File: config.mk
export PLATFORM = sky130hd
export DESIGN_NAME = fa2_queue
export DESIGN_NICKNAME = d
export VERILOG_FILES = /design/src/hdl/fa2_pkg.sv /design/src/hdl/fa2_queue.sv
export SDC_FILE = /design/constraint.sdc
export NUM_CORES = 1
export LEC_CHECK = 0
export BUFFER_PORTS_ARGS = -buffer_cell sky130_fd_sc_hd__buf_2
export CAP_MARGIN = 20
export CELL_PAD_IN_SITES_DETAIL_PLACEMENT = 0
export CELL_PAD_IN_SITES_GLOBAL_PLACEMENT = 1
export CORE_AREA = 3 3 181 183
export CTS_BUF_LIST = sky130_fd_sc_hd__clkbuf_16
export CTS_CLUSTER_SIZE = 30
export DETAILED_ROUTE_END_ITERATION = 7
export DIE_AREA = 0 0 184 186
export HOLD_SLACK_MARGIN = 0.1
export PLACE_DENSITY = 0.85
export SYNTH_ARGS = -nofsm -noshare
export SYNTH_HDL_FRONTEND = slang
export SYNTH_SLANG_ARGS = --single-unit
File: constraint.sdc
create_clock -name clk -period 4.4 [get_ports clk]
set_clock_uncertainty 0.1 [all_clocks]
set_input_delay 0 -clock clk [delete_from_list [all_inputs] [get_ports clk]]
set_output_delay 0 -clock clk [all_outputs]
set_load 0.01 [all_outputs]
File: src/hdl/fa2_pkg.sv
// Types and constants of the fast atan2 approximation block.
`default_nettype none

package fa2_pkg;

    localparam int COORD_WIDTH     = 16;
    localparam int ANGLE_FRAC_BITS = 13;
    localparam int ANGLE_WIDTH     = ANGLE_FRAC_BITS + 3;

    // magnitude of a coordinate, up to 2^(COORD_WIDTH-1)
    localparam int MAG_W  = COORD_WIDTH + 1;
    localparam int PROD_W = 2 * MAG_W;
    // 25*c^2 + 7*d^2 <= 32 * 2^(2*COORD_WIDTH-2)
    localparam int DEN_W  = 2 * COORD_WIDTH + 4;
    // rounded dividend 2*num + den
    localparam int NUM_W  = 2 * COORD_WIDTH + 5 + ANGLE_FRAC_BITS;
    // rounded divisor 2*den
    localparam int DIV_W  = DEN_W + 1;
    // quotient stays below 2^ANGLE_FRAC_BITS
    localparam int QUO_W  = ANGLE_FRAC_BITS + 1;

    localparam int QUEUE_DEPTH = 4;
    localparam int QPTR_W      = $clog2(QUEUE_DEPTH);

    localparam logic [63:0] PI_Q60 = 64'h3243F6A8885A308D;
    localparam logic [63:0] PI_RND =
        (PI_Q60 + (64'd1 << (59 - ANGLE_FRAC_BITS))) >> (60 - ANGLE_FRAC_BITS);
    localparam logic [63:0] HALF_PI_RND =
        (PI_Q60 + (64'd1 << (60 - ANGLE_FRAC_BITS))) >> (61 - ANGLE_FRAC_BITS);

    localparam logic signed [ANGLE_WIDTH-1:0] PI_FX      = PI_RND[ANGLE_WIDTH-1:0];
    localparam logic signed [ANGLE_WIDTH-1:0] HALF_PI_FX = HALF_PI_RND[ANGLE_WIDTH-1:0];

    // One division job: angle = base +/- round(dividend / divisor).
    typedef struct packed {
        logic [NUM_W-1:0]              dividend;
        logic [DIV_W-1:0]              divisor;
        logic signed [ANGLE_WIDTH-1:0] base;
        logic                          negate;
        logic                          zero_q;
    } fa2_job_t;

endpackage

`default_nettype wire

File: src/hdl/fa2_queue.sv
// Short job queue between the front end and the divider.
`default_nettype none

module fa2_queue
    import fa2_pkg::*;
(
    input  logic     clk,
    input  logic     rst_n,
    input  logic     push_valid,
    input  fa2_job_t push_job,
    output logic     push_ready,
    output logic     pop_valid,
    output fa2_job_t pop_job,
    input  logic     pop_ready
);

    fa2_job_t            slot_reg [QUEUE_DEPTH];
    logic [QPTR_W-1:0]   wr_ptr_reg;
    logic [QPTR_W-1:0]   rd_ptr_reg;
    logic [QPTR_W:0]     count_reg;
    logic [QPTR_W-1:0]   wr_ptr_next;
    logic [QPTR_W-1:0]   rd_ptr_next;
    logic [QPTR_W:0]     count_next;
    logic                push;
    logic                pop;

    assign push_ready = (count_reg != (QPTR_W + 1)'(QUEUE_DEPTH));
    assign pop_valid  = (count_reg != '0);
    assign pop_job    = slot_reg[rd_ptr_reg];
    assign push       = push_valid && push_ready;
    assign pop        = pop_valid && pop_ready;

    always_comb
    begin
        wr_ptr_next = push ? wr_ptr_reg + 1'b1 : wr_ptr_reg;
        rd_ptr_next = pop ? rd_ptr_reg + 1'b1 : rd_ptr_reg;
        count_next  = count_reg;
        if (push && !pop)
        begin
            count_next = count_reg + 1'b1;
        end
        else if (pop && !push)
        begin
            count_next = count_reg - 1'b1;
        end
    end

    always_ff @(posedge clk or negedge rst_n)
    begin
        if (!rst_n)
        begin
            wr_ptr_reg <= '0;
            rd_ptr_reg <= '0;
            count_reg  <= '0;
        end
        else
        begin
            wr_ptr_reg <= wr_ptr_next;
            rd_ptr_reg <= rd_ptr_next;
            count_reg  <= count_next;
        end
    end

    always_ff @(posedge clk)
    begin
        if (push)
        begin
            slot_reg[wr_ptr_reg] <= push_job;
        end
    end

endmodule

`default_nettype wire

# Word-level counts from Yosys, hierarchy flattened
# Memory sizes are Yosys's and may differ from the RTL's.
# Cells that the tools add are included.
dict set report totals {
  regBits 7
  mem_bits_rw 420
  in_bits 109
  output_inout_bits 107
  elab_cells 21
  mem_count 1
}
dict set report op_classes {
  n_addsub 4
  n_eq_ne 1
  mux 4
  reduce_logical 8
}
# name depth width rd rd_clocked_by_memory_dff wr line
set mem_list {}
lappend mem_list {slot_reg 4 105 1 0 1 fa2_queue.sv:17} ;# fa2_job_t slot_reg [QUEUE_DEPTH];
# op n
set op_table {}
lappend op_table {{$mux W3} 2}
lappend op_table {{$add A2 B1 Y2 const B} 2}
lappend op_table {{$logic_and A1 B1 Y1} 4}
lappend op_table {{$add A3 B1 Y3 const B} 1}
lappend op_table {{$ne A3 B3 Y1 const B} 1}
lappend op_table {{$reduce_bool A3 Y1} 1}
lappend op_table {{$sub A3 B1 Y3 const B} 1}
lappend op_table {{$logic_not A1 Y1} 2}
lappend op_table {{$mux W1} 2}
lappend op_table {{$reduce_bool A2 Y1} 1}

# Longest topological paths before layout
dict set report logic_depth {
  depth_word 6
  mapped_depth 8
  depth_no_buf 8
}

# Least setup slack after synthesis
# No wires, ideal clock.
dict set report synth_path {
  path_kind {register -> register}
  start {register count_reg[0]}
  end {memory slot_reg[0][0] (netlist bit) (enable)}
  setup_ns 0.476
  arrival_ns 3.201
  t_required_ns 3.824
  slack_ns 0.623
  stages_incl_launch_ff 4
  n_path_buf 0
  synth_period_minus_slack_ns 3.777
  path_cell_list {dfrtp_1 > nor2_1 > a21boi_2 > and2_1}
}
dict set report synth_via {
  elab_chain_cells 4
}
# element line
set synth_lines {}
lappend synth_lines {{from (decl)} fa2_queue.sv:20} ;# logic [QPTR_W:0] count_reg;
lappend synth_lines {{from (signal assigned)} fa2_queue.sv:60} ;# count_reg <= count_next;
lappend synth_lines {{$ne A3 B3 Y1} fa2_queue.sv:27} ;# assign push_ready = (count_reg != (QPTR_W + 1)'(QUEUE_DEPTH));
lappend synth_lines {{$logic_and A1 B1 Y1} fa2_queue.sv:30} ;# assign push = push_valid && push_ready;
lappend synth_lines {{named net push} fa2_queue.sv:24} ;# logic push;
lappend synth_lines {{$mux W1} fa2_queue.sv:66} ;# if (push)
lappend synth_lines {{$mux W1 (implied by the code)} fa2_queue.sv:68} ;# slot_reg[wr_ptr_reg] <= push_job;
lappend synth_lines {{to (decl)} fa2_queue.sv:17}
# The timed path passes the listed nets, and every way through them passes these cells.

==> flow_metrics.py <==
metrics = {
    "setup_path": {
        "reg2reg_setup_slack_ns": 1.88,
        "reg2regPathDepth": 4,
        "critical_path_required_ns": 4.30,
        "criticalPathCategory": "reg -> out",
        "crit_fanout": 38,
        "start_kind": "flip-flop",
        "regToRegStartpoint": "count_reg[0]$_DFFE_PN0P_",
        "cp-end-kind": "output port",
        "critPathArrivalTime_ns": 2.66,
        "regToRegEndpoint": "slot_reg[0][67]$_DFFE_PP_",
    },
    "place": {
        "gp_congestion": 0.701,
        "hpwl_um": 17000,
        "portBuffers": 215,
    },
    "drt": {
        "avgRoutedWirePerCell_um": 21.9,
        "drt_iter0_drc": 473,
        "drc_errors": 0,
        "wl_um": 30200,
        "drtPass1Iterations": 4,
        "viasPerCell": 5.34,
        "ant_nets": 0,
        "num_vias": 7370,
    },
    "timing": {
        "hold_violations": 0,
        "period_minus_slack_ns": 2.76,
        "worst_pin_slew_ns": 0.946,
        "fmax_mhz": 363,
        "fin_tns_setup_ns": 0,
        "rsz0062_at_grt": "no",
        "finalCritPeriodShare": 0.627,
        "setup_viol": 0,
        "maxSlewHeadroom": 0.369,
        "holdWs_ns": 0.120,
        "maxSlewViolCount": 0,
    },
    "global_routing": {
        "grt_pass1_wl_um": 46300,
        "grt_max_degree": 61,
        "grt_pass1_vias": 8099,
        "antenna_found_initial": 2,
        "grt.total_usage": 0.179,
        "overflow": 0,
    },
    "hold_path": {
        "hold_path.class": "in -> reg",
        "hp-start": "push_job[22]",
        "holdPathStages": 2,
        "min_to": "slot_reg[2][22]$_DFFE_PP_",
    },
    "job": {
        "maxCapViolCount": 0,
    },
    "finish": {
        "fillerInstances": 2059,
        "drive_gt1_frac": 0.412,
        "largest_reg_flops": 420,
        "syn2layout_area_growth_pct": 27.2,
        "nets": 1057,
        "multi_input_area_um2": 2590,
        "ff_latch_area_um2": 12800,
    },
    "floorplan": {
        "rows": 65,
        "initial_core_util": 0.495,
        "die_y_um": 186,
        "fp.dieW_um": 184,
        "ios": 216,
        "fp.dieArea_um2": 34200,
        "coreArea_um2": 31400,
    },
    "pwr": {
        "p_total_mw": 13.1,
        "p_int_mw": 9.46,
        "pwr-share-clk": 0.291,
        "ir_worst_vdd_mv": 0.438,
        "p_per_area_nw_per_um2": 664,
        "netSwitchingFraction": 0.279,
        "power.switching_mw": 3.66,
        "combPwrFrac": 0.267,
        "cellLeakagePower_nw": 6.85,
        "seqPwrFrac": 0.442,
    },
    "clock_tree": {
        "cts_made_buffers": 43,
        "root_buffer": "clkbuf_16",
        "worstSkewPairLatency_ns": 0.52,
        "cts_num_sinks": 427,
        "cts_max_level": 2,
        "cts_resized": 0,
        "cts_tree": "built",
        "clock_path_buffers": 3,
        "clkTransAtPathRegs_ns": 0.06,
        "cts_setup_buffers": 0,
    },
    "logic_synthesis": {
        "async_reset_ff_frac": 0.0164,
        "synth_area_per_cell_um2": 26.6,
        "synth_top_area_share": 0.812,
        "synth_fp_nets": 699,
        "synth.most_common_cell": "edfxtp_1",
        "synth_area_um2": 15500,
        "synthCells": 584,
        "yosys-top-cells-area": "edfxtp_1 (81%), mux4_2 (15%), dfrtp_1 (1.1%)",
        "yosys_warnings": 0,
        "yosys.area.top_type": "edfxtp_1",
        "synth-seq-cells": 427,
        "ys_types": 20,
        "synth_common_cells": "edfxtp_1 (420), mux4_2 (105), buf_2 (13), dfrtp_1 (7)",
        "yosysSeqAreaShare": 0.823,
        "synth_edf_count": 420,
        "ys.flop_type": "edfxtp_1",
    },
    "status": {
        "outcome": "finished, final reports clean",
    },
}
## logic make-up after synthesis
kind of cell,after synthesis,share of synthesized area
xor gates and xnor gates,6,0.00338
buffers and inverters,27,0.0105
DFF,427,0.823
adders and majority gates,6,0.00532
AOI/OAI and AO/OA,1,0.000725
muxes,107,0.154
and+or+nand+nor,10,0.00330
## repair_timing
item / in CTS / in global routing
endpoints found under the hold margin: 434 / 0
setup endpoints to repair: 0 / 0
hold buffers: 110 / 0
## critical path, cell delays in order (launching register included)
cell	delay [ns]
dfrtp_4	0.96
buf_12	0.37
mux4_2	0.58
buf_2	0.17
## layer usage
layer	track usage	up-vias	share of wire
met2	0.312	255	0.52
met4	0.0487	2	0.021
met3	0.0479	57	0.065
li1	-	3245	-
met1	0.225	3811	0.39
met5	0	-	0.00043
## power by group through the flow
stage	registers [mW]	logic, mW	clock network [mW]
4_1_cts	5.81	3.60	3.88
5_1_grt	5.89	3.79	4.08
6_report	5.80	3.51	3.82
3_3_place_gp	5.84	3.47	0
2_1_floorplan	5.65	2.40	0
3_5_place_dp	5.89	3.50	0
## how the worst max path moves through the flow
stage                     cells after the start                         to                       from
after floorplan                               3   slot_reg[0][0]$_DFFE_PP_   count_reg[0]$_DFFE_PN0P_
after CTS                                     3                pop_job[97]  rd_ptr_reg[0]$_DFFE_PN0P_
final                                         3                pop_job[97]  rd_ptr_reg[0]$_DFFE_PN0P_
after global placement                        4  slot_reg[0][68]$_DFFE_PP_   count_reg[0]$_DFFE_PN0P_
after detailed placement                      4  slot_reg[0][22]$_DFFE_PP_   count_reg[0]$_DFFE_PN0P_
after global routing                          3                pop_job[97]  rd_ptr_reg[0]$_DFFE_PN0P_
## cell usage in the layout (no fill, tap or decap), types with 6 or more instances in the layout
cell           count
bufinv_16          9
clkinv_1          11
edfxtp_1         420
clkbuf_16         45
inv_1              9
mux4_2           105
buf_12             6
buf_4              6
buf_2            215
dlygate4sd3_1    110
## layout make-up
type                    instances  area share
flip-flops and latches        427       0.648
multi-input cells             130       0.131
clock inverters                33      0.0193
diodes                          2    0.000253
repair buffers                337       0.119
clock buffers                  45      0.0570
well taps                     402      0.0255
inverters                       3    0.000570
## stage by stage
step                utilization  cell area, µm²  instances  setup WS [ns]
global placement          0.546           17100       1189           1.88
finish                    0.629           19800       1379           1.64
CTS                       0.629           19800       1377           1.55
global route              0.629           19800       1378           1.44
floorplan                     -           15500        584          0.623
detailed placement        0.546           17100       1189           1.80
Power figures use the tool's default switching activity.
