--- config.mk ---
export PLATFORM = sky130hd
export DESIGN_NAME = fa2_back_flat
export DESIGN_NICKNAME = d
export VERILOG_FILES = /design/src/hdl/fa2_pkg.sv /design/src/hdl/fa2_angle_if.sv /design/src/hdl/fa2_back.sv /design/src/flat_wrapper.sv
export SDC_FILE = /design/constraint.sdc
export NUM_CORES = 2
export LEC_CHECK = 0
export BUFFER_PORTS_ARGS = -buffer_cell sky130_fd_sc_hd__buf_2
export CAP_MARGIN = 20
export CORE_ASPECT_RATIO = 1.5
export CORE_MARGIN = 1.5
export CORE_UTILIZATION = 52
export CTS_BUF_LIST = sky130_fd_sc_hd__clkbuf_8
export DETAILED_ROUTE_END_ITERATION = 6
export PLACE_DENSITY = 0.68
export SLEW_MARGIN = 20
export SYNTH_ARGS = -nofsm -noshare
export SYNTH_HDL_FRONTEND = slang
export SYNTH_SLANG_ARGS = --single-unit
--- constraint.sdc ---
create_clock -name clk -period 91.9 [get_ports clk]
set_clock_uncertainty 0.1 [all_clocks]
set_input_delay 22.975 -clock clk [delete_from_list [all_inputs] [get_ports clk]]
set_output_delay 22.975 -clock clk [all_outputs]
set_load 0.03 [all_outputs]
--- src/hdl/fa2_pkg.sv ---
// Types and constants of the fast atan2 approximation block.
`default_nettype none

package fa2_pkg;

    localparam int COORD_WIDTH     = 16;
    localparam int ANGLE_FRAC_BITS = 13;
    localparam int ANGLE_WIDTH     = ANGLE_FRAC_BITS + 3;

    // magnitude of a coordinate, up to 2^(COORD_WIDTH-1)
    localparam int MAG_W  = COORD_WIDTH + 1;
    localparam int PROD_W = 2 * MAG_W;
    // 25*c^2 + 7*d^2 <= 32 * 2^(2*COORD_WIDTH-2)
    localparam int DEN_W  = 2 * COORD_WIDTH + 4;
    // rounded dividend 2*num + den
    localparam int NUM_W  = 2 * COORD_WIDTH + 5 + ANGLE_FRAC_BITS;
    // rounded divisor 2*den
    localparam int DIV_W  = DEN_W + 1;
    // quotient stays below 2^ANGLE_FRAC_BITS
    localparam int QUO_W  = ANGLE_FRAC_BITS + 1;

    localparam int QUEUE_DEPTH = 4;
    localparam int QPTR_W      = $clog2(QUEUE_DEPTH);

    localparam logic [63:0] PI_Q60 = 64'h3243F6A8885A308D;
    localparam logic [63:0] PI_RND =
        (PI_Q60 + (64'd1 << (59 - ANGLE_FRAC_BITS))) >> (60 - ANGLE_FRAC_BITS);
    localparam logic [63:0] HALF_PI_RND =
        (PI_Q60 + (64'd1 << (60 - ANGLE_FRAC_BITS))) >> (61 - ANGLE_FRAC_BITS);

    localparam logic signed [ANGLE_WIDTH-1:0] PI_FX      = PI_RND[ANGLE_WIDTH-1:0];
    localparam logic signed [ANGLE_WIDTH-1:0] HALF_PI_FX = HALF_PI_RND[ANGLE_WIDTH-1:0];

    // One division job: angle = base +/- round(dividend / divisor).
    typedef struct packed {
        logic [NUM_W-1:0]              dividend;
        logic [DIV_W-1:0]              divisor;
        logic signed [ANGLE_WIDTH-1:0] base;
        logic                          negate;
        logic                          zero_q;
    } fa2_job_t;

endpackage

`default_nettype wire

--- src/hdl/fa2_angle_if.sv ---
// Channel that carries one result angle.
`default_nettype none

interface fa2_angle_if
    import fa2_pkg::*;
();
    logic                          valid;
    logic                          ready;
    logic signed [ANGLE_WIDTH-1:0] angle;

    modport source (output valid, output angle, input ready);
    modport sink   (input valid, input angle, output ready);
endinterface

`default_nettype wire

--- src/hdl/fa2_back.sv ---
// Back end: pipelined restoring divider, one quotient bit a stage, then sum and clamp.
`default_nettype none

module fa2_back
    import fa2_pkg::*;
(
    input  logic        clk,
    input  logic        rst_n,
    input  logic        job_valid,
    input  fa2_job_t    job,
    output logic        job_ready,
    fa2_angle_if.source result
);

    logic                          adv;
    logic [QUO_W:0]                valid_reg;
    logic [QUO_W:0]                valid_next;
    logic [DIV_W-1:0]              rem_reg     [QUO_W+1];
    logic [DIV_W-1:0]              rem_next    [QUO_W+1];
    logic [QUO_W-1:0]              low_reg     [QUO_W+1];
    logic [QUO_W-1:0]              low_next    [QUO_W+1];
    logic [QUO_W-1:0]              quo_reg     [QUO_W+1];
    logic [QUO_W-1:0]              quo_next    [QUO_W+1];
    logic [DIV_W-1:0]              div_reg     [QUO_W+1];
    logic [DIV_W-1:0]              div_next    [QUO_W+1];
    logic signed [ANGLE_WIDTH-1:0] base_reg    [QUO_W+1];
    logic signed [ANGLE_WIDTH-1:0] base_next   [QUO_W+1];
    logic [QUO_W:0]                negate_reg;
    logic [QUO_W:0]                negate_next;
    logic [QUO_W:0]                zero_q_reg;
    logic [QUO_W:0]                zero_q_next;
    logic [DIV_W:0]                trial       [QUO_W];

    logic signed [ANGLE_WIDTH:0]   q_ext;
    logic signed [ANGLE_WIDTH:0]   term;
    logic signed [ANGLE_WIDTH:0]   sum;
    logic                          out_valid_reg;
    logic signed [ANGLE_WIDTH-1:0] angle_reg;
    logic signed [ANGLE_WIDTH-1:0] angle_next;

    // the divider and output register advance together; a held result stalls them
    assign adv          = !out_valid_reg || result.ready;
    assign job_ready    = adv;
    assign result.valid = out_valid_reg;
    assign result.angle = angle_reg;

    always_comb
    begin
        valid_next[0]  = job_valid;
        rem_next[0]    = DIV_W'(job.dividend[NUM_W-1:QUO_W]);
        low_next[0]    = job.dividend[QUO_W-1:0];
        quo_next[0]    = '0;
        div_next[0]    = job.divisor;
        base_next[0]   = job.base;
        negate_next[0] = job.negate;
        zero_q_next[0] = job.zero_q;
        for (int i = 0; i < QUO_W; i++)
        begin
            trial[i]         = {rem_reg[i], low_reg[i][QUO_W-1]};
            valid_next[i+1]  = valid_reg[i];
            low_next[i+1]    = low_reg[i] << 1;
            div_next[i+1]    = div_reg[i];
            base_next[i+1]   = base_reg[i];
            negate_next[i+1] = negate_reg[i];
            zero_q_next[i+1] = zero_q_reg[i];
            if (trial[i] >= {1'b0, div_reg[i]})
            begin
                rem_next[i+1] = DIV_W'(trial[i] - {1'b0, div_reg[i]});
                quo_next[i+1] = {quo_reg[i][QUO_W-2:0], 1'b1};
            end
            else
            begin
                rem_next[i+1] = DIV_W'(trial[i]);
                quo_next[i+1] = {quo_reg[i][QUO_W-2:0], 1'b0};
            end
        end
    end

    // add the signed quotient (none when zero_q is set) to the quadrant base and hold the sum within +-pi
    always_comb
    begin
        q_ext = (ANGLE_WIDTH + 1)'(quo_reg[QUO_W]);
        if (zero_q_reg[QUO_W])
        begin
            term = '0;
        end
        else if (negate_reg[QUO_W])
        begin
            term = -q_ext;
        end
        else
        begin
            term = q_ext;
        end
        sum = (ANGLE_WIDTH + 1)'(base_reg[QUO_W]) + term;
        if (sum > PI_FX)
        begin
            angle_next = PI_FX;
        end
        else if (sum < -PI_FX)
        begin
            angle_next = -PI_FX;
        end
        else
        begin
            angle_next = ANGLE_WIDTH'(sum);
        end
    end

    always_ff @(posedge clk or negedge rst_n)
    begin
        if (!rst_n)
        begin
            valid_reg     <= '0;
            out_valid_reg <= 1'b0;
        end
        else if (adv)
        begin
            valid_reg     <= valid_next;
            out_valid_reg <= valid_reg[QUO_W];
        end
    end

    always_ff @(posedge clk)
    begin
        if (adv)
        begin
            for (int i = 0; i <= QUO_W; i++)
            begin
                rem_reg[i]  <= rem_next[i];
                low_reg[i]  <= low_next[i];
                quo_reg[i]  <= quo_next[i];
                div_reg[i]  <= div_next[i];
                base_reg[i] <= base_next[i];
            end
            negate_reg <= negate_next;
            zero_q_reg <= zero_q_next;
            angle_reg  <= angle_next;
        end
    end

endmodule

`default_nettype wire

--- src/flat_wrapper.sv ---
// flat-port wrapper written by rule: the top's interface ports become plain ports
module fa2_back_flat import fa2_pkg::*;
  (clk, rst_n, job_valid, job, job_ready, result_valid, result_angle, result_ready);
  fa2_angle_if result_i ();
  input  logic clk;
  input  logic rst_n;
  input  logic job_valid;
  input  fa2_job_t job;
  output logic job_ready;
  output wire logic [$bits(result_i.valid)-1:0] result_valid;
  output wire logic [$bits(result_i.angle)-1:0] result_angle;
  input wire logic [$bits(result_i.ready)-1:0] result_ready;
  assign result_valid = result_i.valid;
  assign result_angle = result_i.angle;
  assign result_i.ready = result_ready;
  fa2_back u_core (.clk(clk), .rst_n(rst_n), .job_valid(job_valid), .job(job), .job_ready(job_ready), .result(result_i));
endmodule
-- Word level (Yosys, flattened, before mapping)
Memories as Yosys holds them, arrays and structs flattened.
Cells that the tools add are included.
- flip-flop bits (word level): 62
- bits in writable memories: 1770
- bits of input ports: 109
- output and inout port bits: 18
- logic and storage cells: 79
- memories kept: 5
- add/subtract/negate cells: 16
- magnitude comparators: 16
- mux-type cells: 33
- reductions and logical operators: 3
- memory list (memory ; words ; width ; rd ports ; clocked after memory_dff ; write ports ; RTL line ; source):
    u_core.div_reg ; 15 ; 37 ; 14 ; 0 ; 15 ; fa2_back.sv:24 ; logic [DIV_W-1:0] div_reg [QUO_W+1];
    u_core.rem_reg ; 15 ; 37 ; 14 ; 0 ; 15 ; fa2_back.sv:18 ; logic [DIV_W-1:0] rem_reg [QUO_W+1];
    u_core.base_reg ; 15 ; 16 ; 15 ; 0 ; 15 ; fa2_back.sv:26 ; logic signed [ANGLE_WIDTH-1:0] base_reg [QUO_W+1];
    u_core.low_reg ; 15 ; 14 ; 14 ; 0 ; 15 ; fa2_back.sv:20 ; logic [QUO_W-1:0] low_reg [QUO_W+1];
    u_core.quo_reg ; 15 ; 14 ; 15 ; 0 ; 15 ; fa2_back.sv:22 ; logic [QUO_W-1:0] quo_reg [QUO_W+1];
- operators by type and width (operator ; count):
    $ge A38 B37 Y1 ; 14
    $mux W37 ; 14
    $sub A37 B37 Y37 ; 14
    $mux W17 ; 2
    $add A16 B17 Y17 ; 1
    $gt A17 B16 Y1 const B ; 1
    $lt A17 B16 Y1 const B ; 1
    $neg A14 Y17 ; 1
    $mux W1 ; 16
    $mux W16 ; 1
    $reduce_or A2 Y1 ; 1
    $logic_not A1 Y1 ; 1
    $logic_or A1 B1 Y1 ; 1

-- Longest topological paths before layout
An unclocked memory read counts as a cell.
- depth after elaboration: 7
- gate-level depth with buffers: 20
- gate-level depth less buffers: 19

-- Least setup slack after synthesis
Ideal clock, no wire load.
- path type: input to output
- start: input port result_ready
- end: output port job_ready
- arrival time: 64.913 ns
- data required time: 68.825 ns
- slack: 3.912 ns
- cell stages on the path: 3
- buffers on the path: 2
- cell sequence: nand2b_1 > clkbuf_1 > clkbuf_1
- cells in the longest elaborated chain, start to end: 1
- ends and longest elaborated chain (element ; RTL line ; source):
    from (decl) ; flat_wrapper.sv:12 ; input wire logic [$bits(result_i.ready)-1:0] result_ready;
    $logic_or A1 B1 Y1 ; fa2_back.sv:42 ; assign adv = !out_valid_reg || result.ready;
    to (decl) ; flat_wrapper.sv:9 ; output logic job_ready;
No other way between the ends.

-- Worst setup path in the final report
Ends and elaborated chain as after synthesis.

==> results.md <==
* Min Tclk post-route at 47.12 ns
* Slowest cell delay on critical path at 0.54 ns
* Initial Util at 52.4%
* Hold-fix buffers, CTS at 0
* Avg Inst Size Synth at 12.1 sq um
* CTS root buf: clkbuf_8
* Met2 usage at 48.8%
* Post-synth EDFFs at 1,531
* Fillers at 12,600
* Die height at 484 um
* Final instance area at 87,900 sq um
* Worst EP required at 68.82 ns
* Total GRT Usage at 23.8%
* Vias/cell at 5.58
* HP Class: reg2reg
* Multi-input logic area at 31,000 sq um
* Area grow syn2layout at 9.39%
* Sequential cell area fraction in the yosys report at 57.7%
* Met1 GRT Util at 18.6%
* Setup CP Type: in2out
* Register bit total from synthesis at 1,547
* Fin nets at 7,525
* Area share of the largest cell type after synthesis at 57.2%
* CP delay by family, top: simple AND/OR/NAND/NOR gates
* # IOs at 127
* Critical path endpoint category: output port
* H-tree Lvls at 4
* Rows at 176
* Final Hold Slack at 0.267 ns
* Post-DP HPWL at 145,000 um
* Unique cell type count in the Yosys netlist at 104
* DRC at 0
* Final GP Congestion at 1.00
* Critical path fanouts, max at 44
* Cell Chain, Critical Path: buf_2 -> nand2b_4 -> buf_2
* Count leader, synth: edfxtp_1
* Mapped Cells at 6,621
* Die X at 324 um
* CTS Sinks at 1,547
* Max-Cap Viols at 0
* Setup TNS at 0 ns
* Vias in the first global route at 53,000
* Iter 0 DRT Violations at 2,172
* DP Cell Count at 8,685
* Via count at 50,900
* Leading area contributor after synthesis: edfxtp_1
* CP startpoint kind: primary input
* Met3 Usage GRT at 3.37%
* Clock slew at reported path FFs at 0.06 ns
* Busiest grt layer: met2
* Register area at 46,400 sq um
* Final Hold Viols at 0
* Top FF cell, synth: edfxtp_1
* WL/cell at 20.4 um
* Share of post-route cells with drive strength above 1 at 11.0%
* Setup violations, final at 0
* Post-cts resize count at 0
* R2r setup slk at 86.28 ns
* Total CTS buffers at 226
* Outcome: complete, no violations
* Max-slew violations at 0
* Post-route insts no fill at 9,125
* First-pass GRT wire length at 283,000 um
* DRT Pass-1 Iters at 7
* Mapped Area at 80,400 sq um
* Final antenna-violating net count at 0
* Cell repeated most along the worst path: buf_2
* Clk buf depth at 3
* Fraction of registers with async set/reset at 1.03%
* Fmax at 21.2 MHz
* CTS tree: yes
* Port bufs at 126
* Core area at 153,000 sq um
* Slowest cell on crit path: nand2b_4
* Largest net degree at the start of global routing at 189
* FF-to-FF Start: u_core.result.valid
* Hold wc startpoint: u_core.base_reg[1][72]
* Final period util at 51.3%
* RSZ-0062 raised after global routing: no
* Critical Path AT at 24.05 ns
* Max FFs per register at 518
* Initial antenna violation count at 11
* DIE AREA at 157,000 sq um
* Worst Path Buf+Inv at 2
* Drt total wl at 186,000 um
* Slew Limit Headroom at 28.2%
* Worst Setup SP: result_ready
* Most area-consuming cells after synthesis: edfxtp_1 (57%), ha_1 (8.3%), a21oi_1 (3.6%)
* GRT Residual Overflow at 0
* Area after DPL at 83,300 sq um
* Setup Buffers After CTS at 0
* Yosys warning count at 0
* Worst-margin pin slew at 1.08 ns
* Commonest cells post-synth: edfxtp_1 (1,531), inv_1 (635), a21oi_1 (572), ha_1 (535), nand2_1 (420)
* Clk_lat worst skew at 1.01 ns
* Syn Nets at 7,279
==> final cells by class <==
type / instances / area share (%)
Sequential cell: 1547 / 52.7
Timing Repair Buffer: 165 / 1.11
Multi-Input combinational cell: 4292 / 35.3
Antenna cell: 18 / 0.0512
Clock inverter: 193 / 1.58
Inverter: 635 / 2.71
Clock buffer: 228 / 3.57
Tap cell: 2047 / 2.91
==> per-layer routing <==
metal  vias to the layer above  share of wire [%]
li1                      25000                  -
met5                         -                  0
met2                      1014                 59
met1                     24300                 30
met3                       578                2.6
met4                         0                9.1
==> layout by cell type, fill, tap and decap left out, types with 18 or more instances in the layout <==
master	count
edfxtp_1	1531
inv_1	687
a21oi_1	571
ha_1	535
nand2_1	420
o21ai_0	379
nor2_1	361
xnor2_1	265
a21o_1	252
clkbuf_8	228
mux2_2	214
xor2_1	170
buf_2	126
nand3_1	109
nor2b_1	82
nand4_1	76
o21a_1	71
clkinv_1	68
nand2b_1	63
o21bai_1	56
nor3_1	50
a31oi_1	45
and3_1	39
clkinv_2	37
o31ai_1	35
buf_4	34
a211oi_1	33
mux2i_1	26
o211ai_1	26
and2_1	25
or2_2	25
o31a_1	19
diode_2	18
bufinv_16	18
==> worst paths after layout <==
kind	to	cells after the start
min in group asynchronous	u_core.valid_reg[14]	1
max in group asynchronous	u_core.valid_reg[2]	1
worst max register to register	u_core.rem_reg[1][149]	6
worst max-delay path	job_ready	3
worst min register to register	u_core.base_reg[1][88]	0
worst min-delay path	u_core.base_reg[1][88]	0
==> cell families (layout without fill, tap and decap cells) <==
family | after synthesis | in the layout | share of synthesized area (%)
other | 0 | 18 | 0
multiplexers | 268 | 268 | 3.79
XOR/XNOR | 435 | 435 | 4.74
adder cells (fa/ha/maj) | 551 | 551 | 8.70
buffers and inverters | 782 | 1221 | 3.79
AND/OR/NAND/NOR | 1344 | 1344 | 7.96
flip-flops | 1547 | 1547 | 57.7
AO/OA/AOI/OAI | 1694 | 1694 | 13.3
==> stage by stage <==
stage | utilization [%] | setup slack, ns
after floorplan | - | 3.91
after global placement | 54.3 | 44.67
after detailed placement | 54.3 | 44.67
after CTS | 57.2 | 44.66
after global routing | 57.3 | 44.67
final | 57.3 | 44.78
Power is left out: the tool's default activity adds up to more than one toggle a clock period on the data nets, which glitch-free logic cannot reach.
