[config.mk]
export PLATFORM = sky130hd
export DESIGN_NAME = fa2_front_flat
export DESIGN_NICKNAME = d
export VERILOG_FILES = /design/src/hdl/fa2_pkg.sv /design/src/hdl/fa2_vec_if.sv /design/src/hdl/fa2_front.sv /design/src/flat_wrapper.sv
export SDC_FILE = /design/constraint.sdc
export NUM_CORES = 2
export LEC_CHECK = 0
export ABC_CLOCK_PERIOD_IN_PS = 32400
export BUFFER_PORTS_ARGS = -buffer_cell sky130_fd_sc_hd__buf_2
export CAP_MARGIN = 20
export CORE_AREA = 5 5 444 336
export DETAILED_ROUTE_END_ITERATION = 16
export DIE_AREA = 0 0 449 341
export RECOVER_POWER = 100
export SYNTH_ARGS = -nofsm -noshare
export SYNTH_HDL_FRONTEND = slang
export SYNTH_SLANG_ARGS = --single-unit
[constraint.sdc]
create_clock -name clk -period 32.4 [get_ports clk]
set_input_delay 6.48 -clock clk [delete_from_list [all_inputs] [get_ports clk]]
set_output_delay 6.48 -clock clk [all_outputs]
set_load 0.005 [all_outputs]
[src/hdl/fa2_pkg.sv]
// Types and constants of the fast atan2 approximation block.
`default_nettype none

package fa2_pkg;

    localparam int COORD_WIDTH     = 16;
    localparam int ANGLE_FRAC_BITS = 13;
    localparam int ANGLE_WIDTH     = ANGLE_FRAC_BITS + 3;

    // magnitude of a coordinate, up to 2^(COORD_WIDTH-1)
    localparam int MAG_W  = COORD_WIDTH + 1;
    localparam int PROD_W = 2 * MAG_W;
    // 25*c^2 + 7*d^2 <= 32 * 2^(2*COORD_WIDTH-2)
    localparam int DEN_W  = 2 * COORD_WIDTH + 4;
    // rounded dividend 2*num + den
    localparam int NUM_W  = 2 * COORD_WIDTH + 5 + ANGLE_FRAC_BITS;
    // rounded divisor 2*den
    localparam int DIV_W  = DEN_W + 1;
    // quotient stays below 2^ANGLE_FRAC_BITS
    localparam int QUO_W  = ANGLE_FRAC_BITS + 1;

    localparam int QUEUE_DEPTH = 4;
    localparam int QPTR_W      = $clog2(QUEUE_DEPTH);

    localparam logic [63:0] PI_Q60 = 64'h3243F6A8885A308D;
    localparam logic [63:0] PI_RND =
        (PI_Q60 + (64'd1 << (59 - ANGLE_FRAC_BITS))) >> (60 - ANGLE_FRAC_BITS);
    localparam logic [63:0] HALF_PI_RND =
        (PI_Q60 + (64'd1 << (60 - ANGLE_FRAC_BITS))) >> (61 - ANGLE_FRAC_BITS);

    localparam logic signed [ANGLE_WIDTH-1:0] PI_FX      = PI_RND[ANGLE_WIDTH-1:0];
    localparam logic signed [ANGLE_WIDTH-1:0] HALF_PI_FX = HALF_PI_RND[ANGLE_WIDTH-1:0];

    // One division job: angle = base +/- round(dividend / divisor).
    typedef struct packed {
        logic [NUM_W-1:0]              dividend;
        logic [DIV_W-1:0]              divisor;
        logic signed [ANGLE_WIDTH-1:0] base;
        logic                          negate;
        logic                          zero_q;
    } fa2_job_t;

endpackage

`default_nettype wire

[src/hdl/fa2_vec_if.sv]
// Channel that carries one input vector (y, x).
`default_nettype none

interface fa2_vec_if
    import fa2_pkg::*;
();
    logic                          valid;
    logic                          ready;
    logic signed [COORD_WIDTH-1:0] y_coord;
    logic signed [COORD_WIDTH-1:0] x_coord;

    modport source (output valid, output y_coord, output x_coord, input ready);
    modport sink   (input valid, input y_coord, input x_coord, output ready);
endinterface

`default_nettype wire

[src/hdl/fa2_front.sv]
// Front end: classifies each vector and forms the dividend and divisor of its quotient.
`default_nettype none

module fa2_front
    import fa2_pkg::*;
(
    input  logic      clk,
    input  logic      rst_n,
    fa2_vec_if.sink   vec,
    output logic      job_valid,
    output fa2_job_t  job,
    input  logic      job_ready
);

    logic                    adv;
    logic                    y_neg;
    logic                    x_neg;
    logic signed [MAG_W-1:0] y_ext;
    logic signed [MAG_W-1:0] x_ext;
    logic [MAG_W-1:0]        ay;
    logic [MAG_W-1:0]        ax;

    // stage 1: classification
    logic                          s1_valid_reg;
    logic [MAG_W-1:0]              ax_reg;
    logic [MAG_W-1:0]              ay_reg;
    logic [MAG_W-1:0]              c_reg;
    logic [MAG_W-1:0]              d_reg;
    logic signed [ANGLE_WIDTH-1:0] base1_reg;
    logic                          negate1_reg;
    logic                          zero_q1_reg;
    logic [MAG_W-1:0]              c_next;
    logic [MAG_W-1:0]              d_next;
    logic signed [ANGLE_WIDTH-1:0] base1_next;
    logic                          negate1_next;
    logic                          zero_q1_next;

    // stage 2: products
    logic                          s2_valid_reg;
    logic [PROD_W-1:0]             ab_reg;
    logic [PROD_W-1:0]             cc_reg;
    logic [PROD_W-1:0]             dd_reg;
    logic signed [ANGLE_WIDTH-1:0] base2_reg;
    logic                          negate2_reg;
    logic                          zero_q2_reg;

    // stage 3: scaled terms
    logic                          s3_valid_reg;
    fa2_job_t                      job_reg;
    fa2_job_t                      job_next;
    logic [DEN_W-1:0]              cc_w;
    logic [DEN_W-1:0]              dd_w;
    logic [DEN_W-1:0]              den;
    logic [NUM_W-1:0]              ab_w;
    logic [NUM_W-1:0]              num;

    // whole front advances unless the last stage is blocked
    assign adv       = !s3_valid_reg || job_ready;
    assign vec.ready = adv;
    assign job_valid = s3_valid_reg;
    assign job       = job_reg;

    assign y_neg = vec.y_coord[COORD_WIDTH-1];
    assign x_neg = vec.x_coord[COORD_WIDTH-1];
    assign y_ext = MAG_W'(vec.y_coord);
    assign x_ext = MAG_W'(vec.x_coord);
    assign ay    = y_neg ? MAG_W'(-y_ext) : MAG_W'(y_ext);
    assign ax    = x_neg ? MAG_W'(-x_ext) : MAG_W'(x_ext);

    always_comb
    begin
        c_next       = ay;
        d_next       = ax;
        base1_next   = '0;
        negate1_next = 1'b0;
        zero_q1_next = 1'b0;
        if (ax == '0)
        begin
            zero_q1_next = 1'b1;
            if (ay != '0)
            begin
                base1_next = y_neg ? -HALF_PI_FX : HALF_PI_FX;
            end
        end
        else if (ay < ax)
        begin
            // angle = q, shifted by pi into the left half-plane
            c_next       = ax;
            d_next       = ay;
            negate1_next = (x_neg != y_neg);
            if (x_neg)
            begin
                base1_next = y_neg ? -PI_FX : PI_FX;
            end
        end
        else
        begin
            // angle = pi/2 - q, less pi below the x axis
            c_next       = ay;
            d_next       = ax;
            negate1_next = (x_neg == y_neg);
            base1_next   = y_neg ? ANGLE_WIDTH'(HALF_PI_FX - PI_FX) : HALF_PI_FX;
        end
    end

    // 25*c^2 + 7*d^2 and 25*a*b*2^F, wrapping intermediate sums are harmless
    assign cc_w = DEN_W'(cc_reg);
    assign dd_w = DEN_W'(dd_reg);
    assign den  = (cc_w << 4) + (cc_w << 3) + cc_w + (dd_w << 3) - dd_w;
    assign ab_w = NUM_W'(ab_reg);
    assign num  = ((ab_w << 4) + (ab_w << 3) + ab_w) << ANGLE_FRAC_BITS;

    always_comb
    begin
        job_next.dividend = (num << 1) + NUM_W'(den);
        job_next.divisor  = {den, 1'b0};
        job_next.base     = base2_reg;
        job_next.negate   = negate2_reg;
        job_next.zero_q   = zero_q2_reg;
    end

    always_ff @(posedge clk or negedge rst_n)
    begin
        if (!rst_n)
        begin
            s1_valid_reg <= 1'b0;
            s2_valid_reg <= 1'b0;
            s3_valid_reg <= 1'b0;
        end
        else if (adv)
        begin
            s1_valid_reg <= vec.valid;
            s2_valid_reg <= s1_valid_reg;
            s3_valid_reg <= s2_valid_reg;
        end
    end

    always_ff @(posedge clk)
    begin
        if (adv)
        begin
            ax_reg      <= ax;
            ay_reg      <= ay;
            c_reg       <= c_next;
            d_reg       <= d_next;
            base1_reg   <= base1_next;
            negate1_reg <= negate1_next;
            zero_q1_reg <= zero_q1_next;

            ab_reg      <= ax_reg * ay_reg;
            cc_reg      <= c_reg * c_reg;
            dd_reg      <= d_reg * d_reg;
            base2_reg   <= base1_reg;
            negate2_reg <= negate1_reg;
            zero_q2_reg <= zero_q1_reg;

            job_reg     <= job_next;
        end
    end

endmodule

`default_nettype wire

[src/flat_wrapper.sv]
// flat-port wrapper written by rule: the top's interface ports become plain ports
module fa2_front_flat import fa2_pkg::*;
  (clk, rst_n, job_valid, job, job_ready, vec_valid, vec_y_coord, vec_x_coord, vec_ready);
  fa2_vec_if vec_i ();
  input  logic clk;
  input  logic rst_n;
  output logic job_valid;
  output fa2_job_t job;
  input  logic job_ready;
  input wire logic [$bits(vec_i.valid)-1:0] vec_valid;
  input wire logic [$bits(vec_i.y_coord)-1:0] vec_y_coord;
  input wire logic [$bits(vec_i.x_coord)-1:0] vec_x_coord;
  output wire logic [$bits(vec_i.ready)-1:0] vec_ready;
  assign vec_i.valid = vec_valid;
  assign vec_i.y_coord = vec_y_coord;
  assign vec_i.x_coord = vec_x_coord;
  assign vec_ready = vec_i.ready;
  fa2_front u_core (.clk(clk), .rst_n(rst_n), .vec(vec_i), .job_valid(job_valid), .job(job), .job_ready(job_ready));
endmodule
== Word-level counts from Yosys, hierarchy flattened ==
Cells that the tools add are included.
Word-level totals
  register bits: 313
  input port bits: 36
  output and inout port bits: 107
  word-level logic and storage cells: 54
Operators by class
  add/subtract/negate cells: 9
  $mul: 3
  order comparisons: 1
  equality and inequality tests: 2
  multiplexer cells: 14
  reductions and logical operators: 4
Operators with widths (count)
  36-bit adder: 3
  17-bit by 17-bit multiplier with 34-bit output: 3
  17-bit 2-to-1 mux: 6
  16-bit 2-to-1 mux: 6
  36-bit by 34-bit adder with 36-bit output: 2
  50-bit by 36-bit adder with 50-bit output: 1
  36-bit by 34-bit subtractor with 36-bit output: 1
  16-bit negator with 17-bit output: 2
  17-bit logical NOT: 1
  17-bit < comparator: 1
  17-bit nonzero test: 1
  1-bit 2-to-1 mux: 2
  1-bit equality test: 1
  1-bit logical NOT: 1
  1-bit logical OR: 1
  1-bit inequality test: 1

== Logic depth before layout (Yosys ltp) ==
  word-level depth: 5
  gate-level depth with buffers: 32
  gate-level depth less buffers: 32

== Worst setup path before layout ==
Ideal clock, no wire load.
  kind: input-to-output
  start point: input job_ready
  end point: output vec_ready
  arrival time: 12896 ps
  required time: 25920 ps
  slack: 13024 ps
  stages: 1
  path buffers: 0
  cells stage by stage: nand2b_1
On the way
  cells in the longest elaborated chain, start to end: 1
Ends and longest elaborated chain
  start: declaration: RTL line flat_wrapper.sv:9  | input logic job_ready;
  1-bit logical OR: RTL line fa2_front.sv:58  | assign adv = !s3_valid_reg || job_ready;
  end: declaration: RTL line flat_wrapper.sv:13  | output wire logic [$bits(vec_i.ready)-1:0] vec_ready;
No other way between the ends.

== Worst setup path after layout ==
  start point: input job_ready
  end point: register u_core.d_reg[14] (enable)
On the way
  cells in the longest elaborated chain, start to end: 1
Ends and longest elaborated chain
  1-bit logical OR: RTL line fa2_front.sv:58
  end signal: assignment: RTL line fa2_front.sv:145  | d_reg <= d_next;
  end: declaration: RTL line fa2_front.sv:28  | logic [MAG_W-1:0] d_reg;
No other way between the ends.
A chain may end at the register's enable or synchronous reset.

==> out/qor.log <==
[synth] Mapped Area 0.04300 sq mm
[sta] peak clock frequency supported by timing 0.06567 GHz
[cells_and_area] fraction of layout instances using a drive strength above 1 4.090%
[grt] antenna violations before repair 9
[route] antenna viol nets, final 0
[placed_design] Port-buffer cells 139
[synth] share of Yosys cell area claimed by the top area cell type 34.03%
[die] site row count 121
[synth] ys flop type sky130_fd_sc_hd__edfxtp_1
[grt] gr usage total 13.87%
[clocking] Root Buffer Master sky130_fd_sc_hd__clkbuf_16
[clocking] number of buffers added by the clock tree synthesis step 30
[sta] worst clock skew 0.02252 ns
[grt] largest net degree at the start of global routing 111
[clocking] clock-pin slew reported for the worst setup and hold paths after clock tree synthesis 0.06 ns
[die] initial core utilization 29.77%
[placed_design] Placement Cell Area 0.04576 sq mm
[clocking] TritonCTS clock tree built
[die] core area 0.1444 sq mm
[sta] Hold Fails Final Rpt 0
[cells_and_area] Final Net Count 5657
[synth] list of most frequent post-synthesis cells sky130_fd_sc_hd__inv_1, sky130_fd_sc_hd__fa_1, sky130_fd_sc_hd__ha_1
[critical_path] data arrival time of the critical path 15.33 ns
[min_path] Hold Path Depth 0
[route] residual DRC count 0
[sta] final sum of negative setup slack 0 ns
[cells_and_area] area added between synthesis and finish 8.473%
[die] height of the die 341 microns
[clocking] Clock Sink Count 267
[grt] overflow left after global routing 0
[critical_path] largest fanout on the critical path 110
[clocking] insertion delay of the later-clocked pin in the worst-skew pair 0.60 ns
[placed_design] Routability Congestion 0.8642
[route] average wire per cell in the routed design 16.54 microns
[clocking] count of instances resized after the clock tree is built 0
[synth] sequential share of the synthesized area 18.61%
[critical_path] critical-path cell list buf_2 > nand2b_1 > clkbuf_1 > clkbuf_1
[critical_path] cell count of the worst reg-to-reg path 3
[cells_and_area] number of filler instances in the final layout 14860
[synth] post-synthesis cell type with the largest combined area sky130_fd_sc_hd__fa_1
[critical_path] required arrival time at the worst endpoint 32.50 ns
[clocking] CTS hold repair buffers 0
[status] status finished with violations
[sta] unrepaired setup endpoints after global routing false
[route] final wirelength 105.6 mm
[sta] Relative slew margins -300.9%
[cells_and_area] post-route cell area 0.04664 sq mm
[clocking] deepest level of the CTS H-tree 1
[sta] worst-case setup margin in the final layout 17.17 ns
[synth] dominant cells by area after synthesis sky130_fd_sc_hd__fa_1, sky130_fd_sc_hd__edfxtp_1, sky130_fd_sc_hd__ha_1, sky130_fd_sc_hd__inv_1, sky130_fd_sc_hd__nand2_1
[die] die width 449 microns
[critical_path] largest delay contributor family on the critical path buffers and inverters
[sta] final critical-path share of the clock period 47.00%
[critical_path] total number of cells along the worst setup path 4
[status] violations in the final reports max-capacitance violations, max-slew violations
[route] overall via count from detail_route 28980
[synth] number of library cell types mapped by synthesis 94
[synth] total number of yosys warnings 0
[synth] average cell area after synthesis 9.831 sq um
[critical_path] biggest cell delay along the critical path 4.19 ns
[cells_and_area] Largest register FFs 80
[synth] flip-flop and latch count after synthesis 267
[route] DR vias/cell 4.538
[placed_design] HPWL reported at the end of detailed placement 87.55 mm
[critical_path] Critical-path top delay cell sky130_fd_sc_hd__clkbuf_1
[critical_path] type of element capturing the critical path flip-flop
[sta] post-route minimum period 15.23 ns
[flow_run] number of violations of the max-capacitance limit 5
[grt] via count of the first global-routing pass 30300
[grt] wire length of the first global-routing pass 170.4 mm
[critical_path] most used cell along the critical path sky130_fd_sc_hd__clkbuf_1
[clocking] Bufs on Longest Clock Path 3
[synth] synthesized instance count 4374
[sta] max-slew violation count 341
[die] count of pins on the block boundary 143
[sta] transition time at the pin with the least slew margin 6.014 ns
[die] area of the die 0.1531 sq mm
[synth] proportion of synthesized flip-flops having asynchronous set or reset 1.124%
[sta] setup violation total in the final timing report 0
[placed_design] pre-CTS setup slack 18.61 ns
[synth] cell with the most instances after synthesis sky130_fd_sc_hd__inv_1
[route] initial detailed-routing violation count 1712
[clocking] number of setup buffers added after CTS 0
[route] TritonRoute pass-1 iters 7
[critical_path] kind of critical path in2reg
[critical_path] CP Launch Type input port
[synth] count of flip-flops with a built-in enable after synthesis 264
[critical_path] Crit path buffers/inverters 3
[min_path] class of the tightest hold or removal check reg2reg
routing by layer:
layer / GRT usage (%) / vias to the layer above / part of all wire [%]
met5: 0 / - / 0.018
met4: 3.049 / 2 / 2.4
met3: 2.188 / 128 / 5.8
met2: 20.99 / 775 / 42
met1: 20.84 / 14360 / 50
li1: - / 13710 / -
per-stage QoR:
step           hold WS (ns)  cells  utilization, %
6_report             0.4218   6386           32.30
5_1_grt              0.4265   6385           32.29
4_1_cts              0.4249   6379           32.45
3_5_place_dp         0.4072   6323           31.68
3_3_place_gp         0.4047   6322           31.68
2_1_floorplan        0.4003   4382               -
cell families after synthesis:
logic type | after synthesis | share of synthesized area (%)
other cells | 2 | 0.01746
buf+inv | 1203 | 10.73
simple gates | 988 | 11.07
mux | 13 | 0.3230
fa+ha+maj | 1171 | 46.83
xor+xnor | 223 | 4.559
flops | 267 | 18.61
compound gates | 507 | 7.853
placed cells by master, fill, tap and decap left out, drive strengths merged, types with 7 or more instances in the layout:
master / n
a211oi: 19
a21boi: 9
a21o: 75
a21oi: 154
a31oi: 10
and2: 202
and3: 13
buf: 86
clkbuf: 117
clkinv: 7
conb: 10
edfxtp: 264
fa: 731
ha: 440
inv: 1077
mux2: 7
nand2: 412
nand2b: 30
nand3: 31
nand4: 15
nor2: 163
nor2b: 28
nor3: 35
nor4: 12
o211ai: 10
o21a: 30
o21ai: 102
o21bai: 19
o31ai: 12
or2: 16
or3: 8
xnor2: 147
xor2: 76
cell type report:
type | instances | area, sq um | share of cell area [%]
Inverter | 1071 | 4020 | 8.619
Clock inverter | 21 | 292.8 | 0.6277
Tap cell | 1906 | 2385 | 5.113
Antenna cell | 6 | 15.01 | 0.03219
Multi-Input combinational cell | 2912 | 30330 | 65.02
Timing Repair Buffer | 168 | 792.0 | 1.698
Sequential cell | 267 | 8003 | 17.16
Clock buffer | 35 | 810.8 | 1.738
worst paths after layout:
kind	from	endpoint	slack [ns]
min in group asynchronous	rst_n	u_core.s2_valid_reg	5.68
max reg2reg	u_core.job_valid	u_core.d_reg[14]	22.83
min	u_core.base2_reg[2]	u_core.job[4]	0.42
max	job_ready	u_core.d_reg[14]	17.17
max in group asynchronous	rst_n	u_core.job_valid	26.56
min reg2reg	u_core.base2_reg[2]	u_core.job[4]	0.42
Power is left out: the tool's default activity adds up to more than one toggle a clock period on the data nets, which glitch-free logic cannot reach.
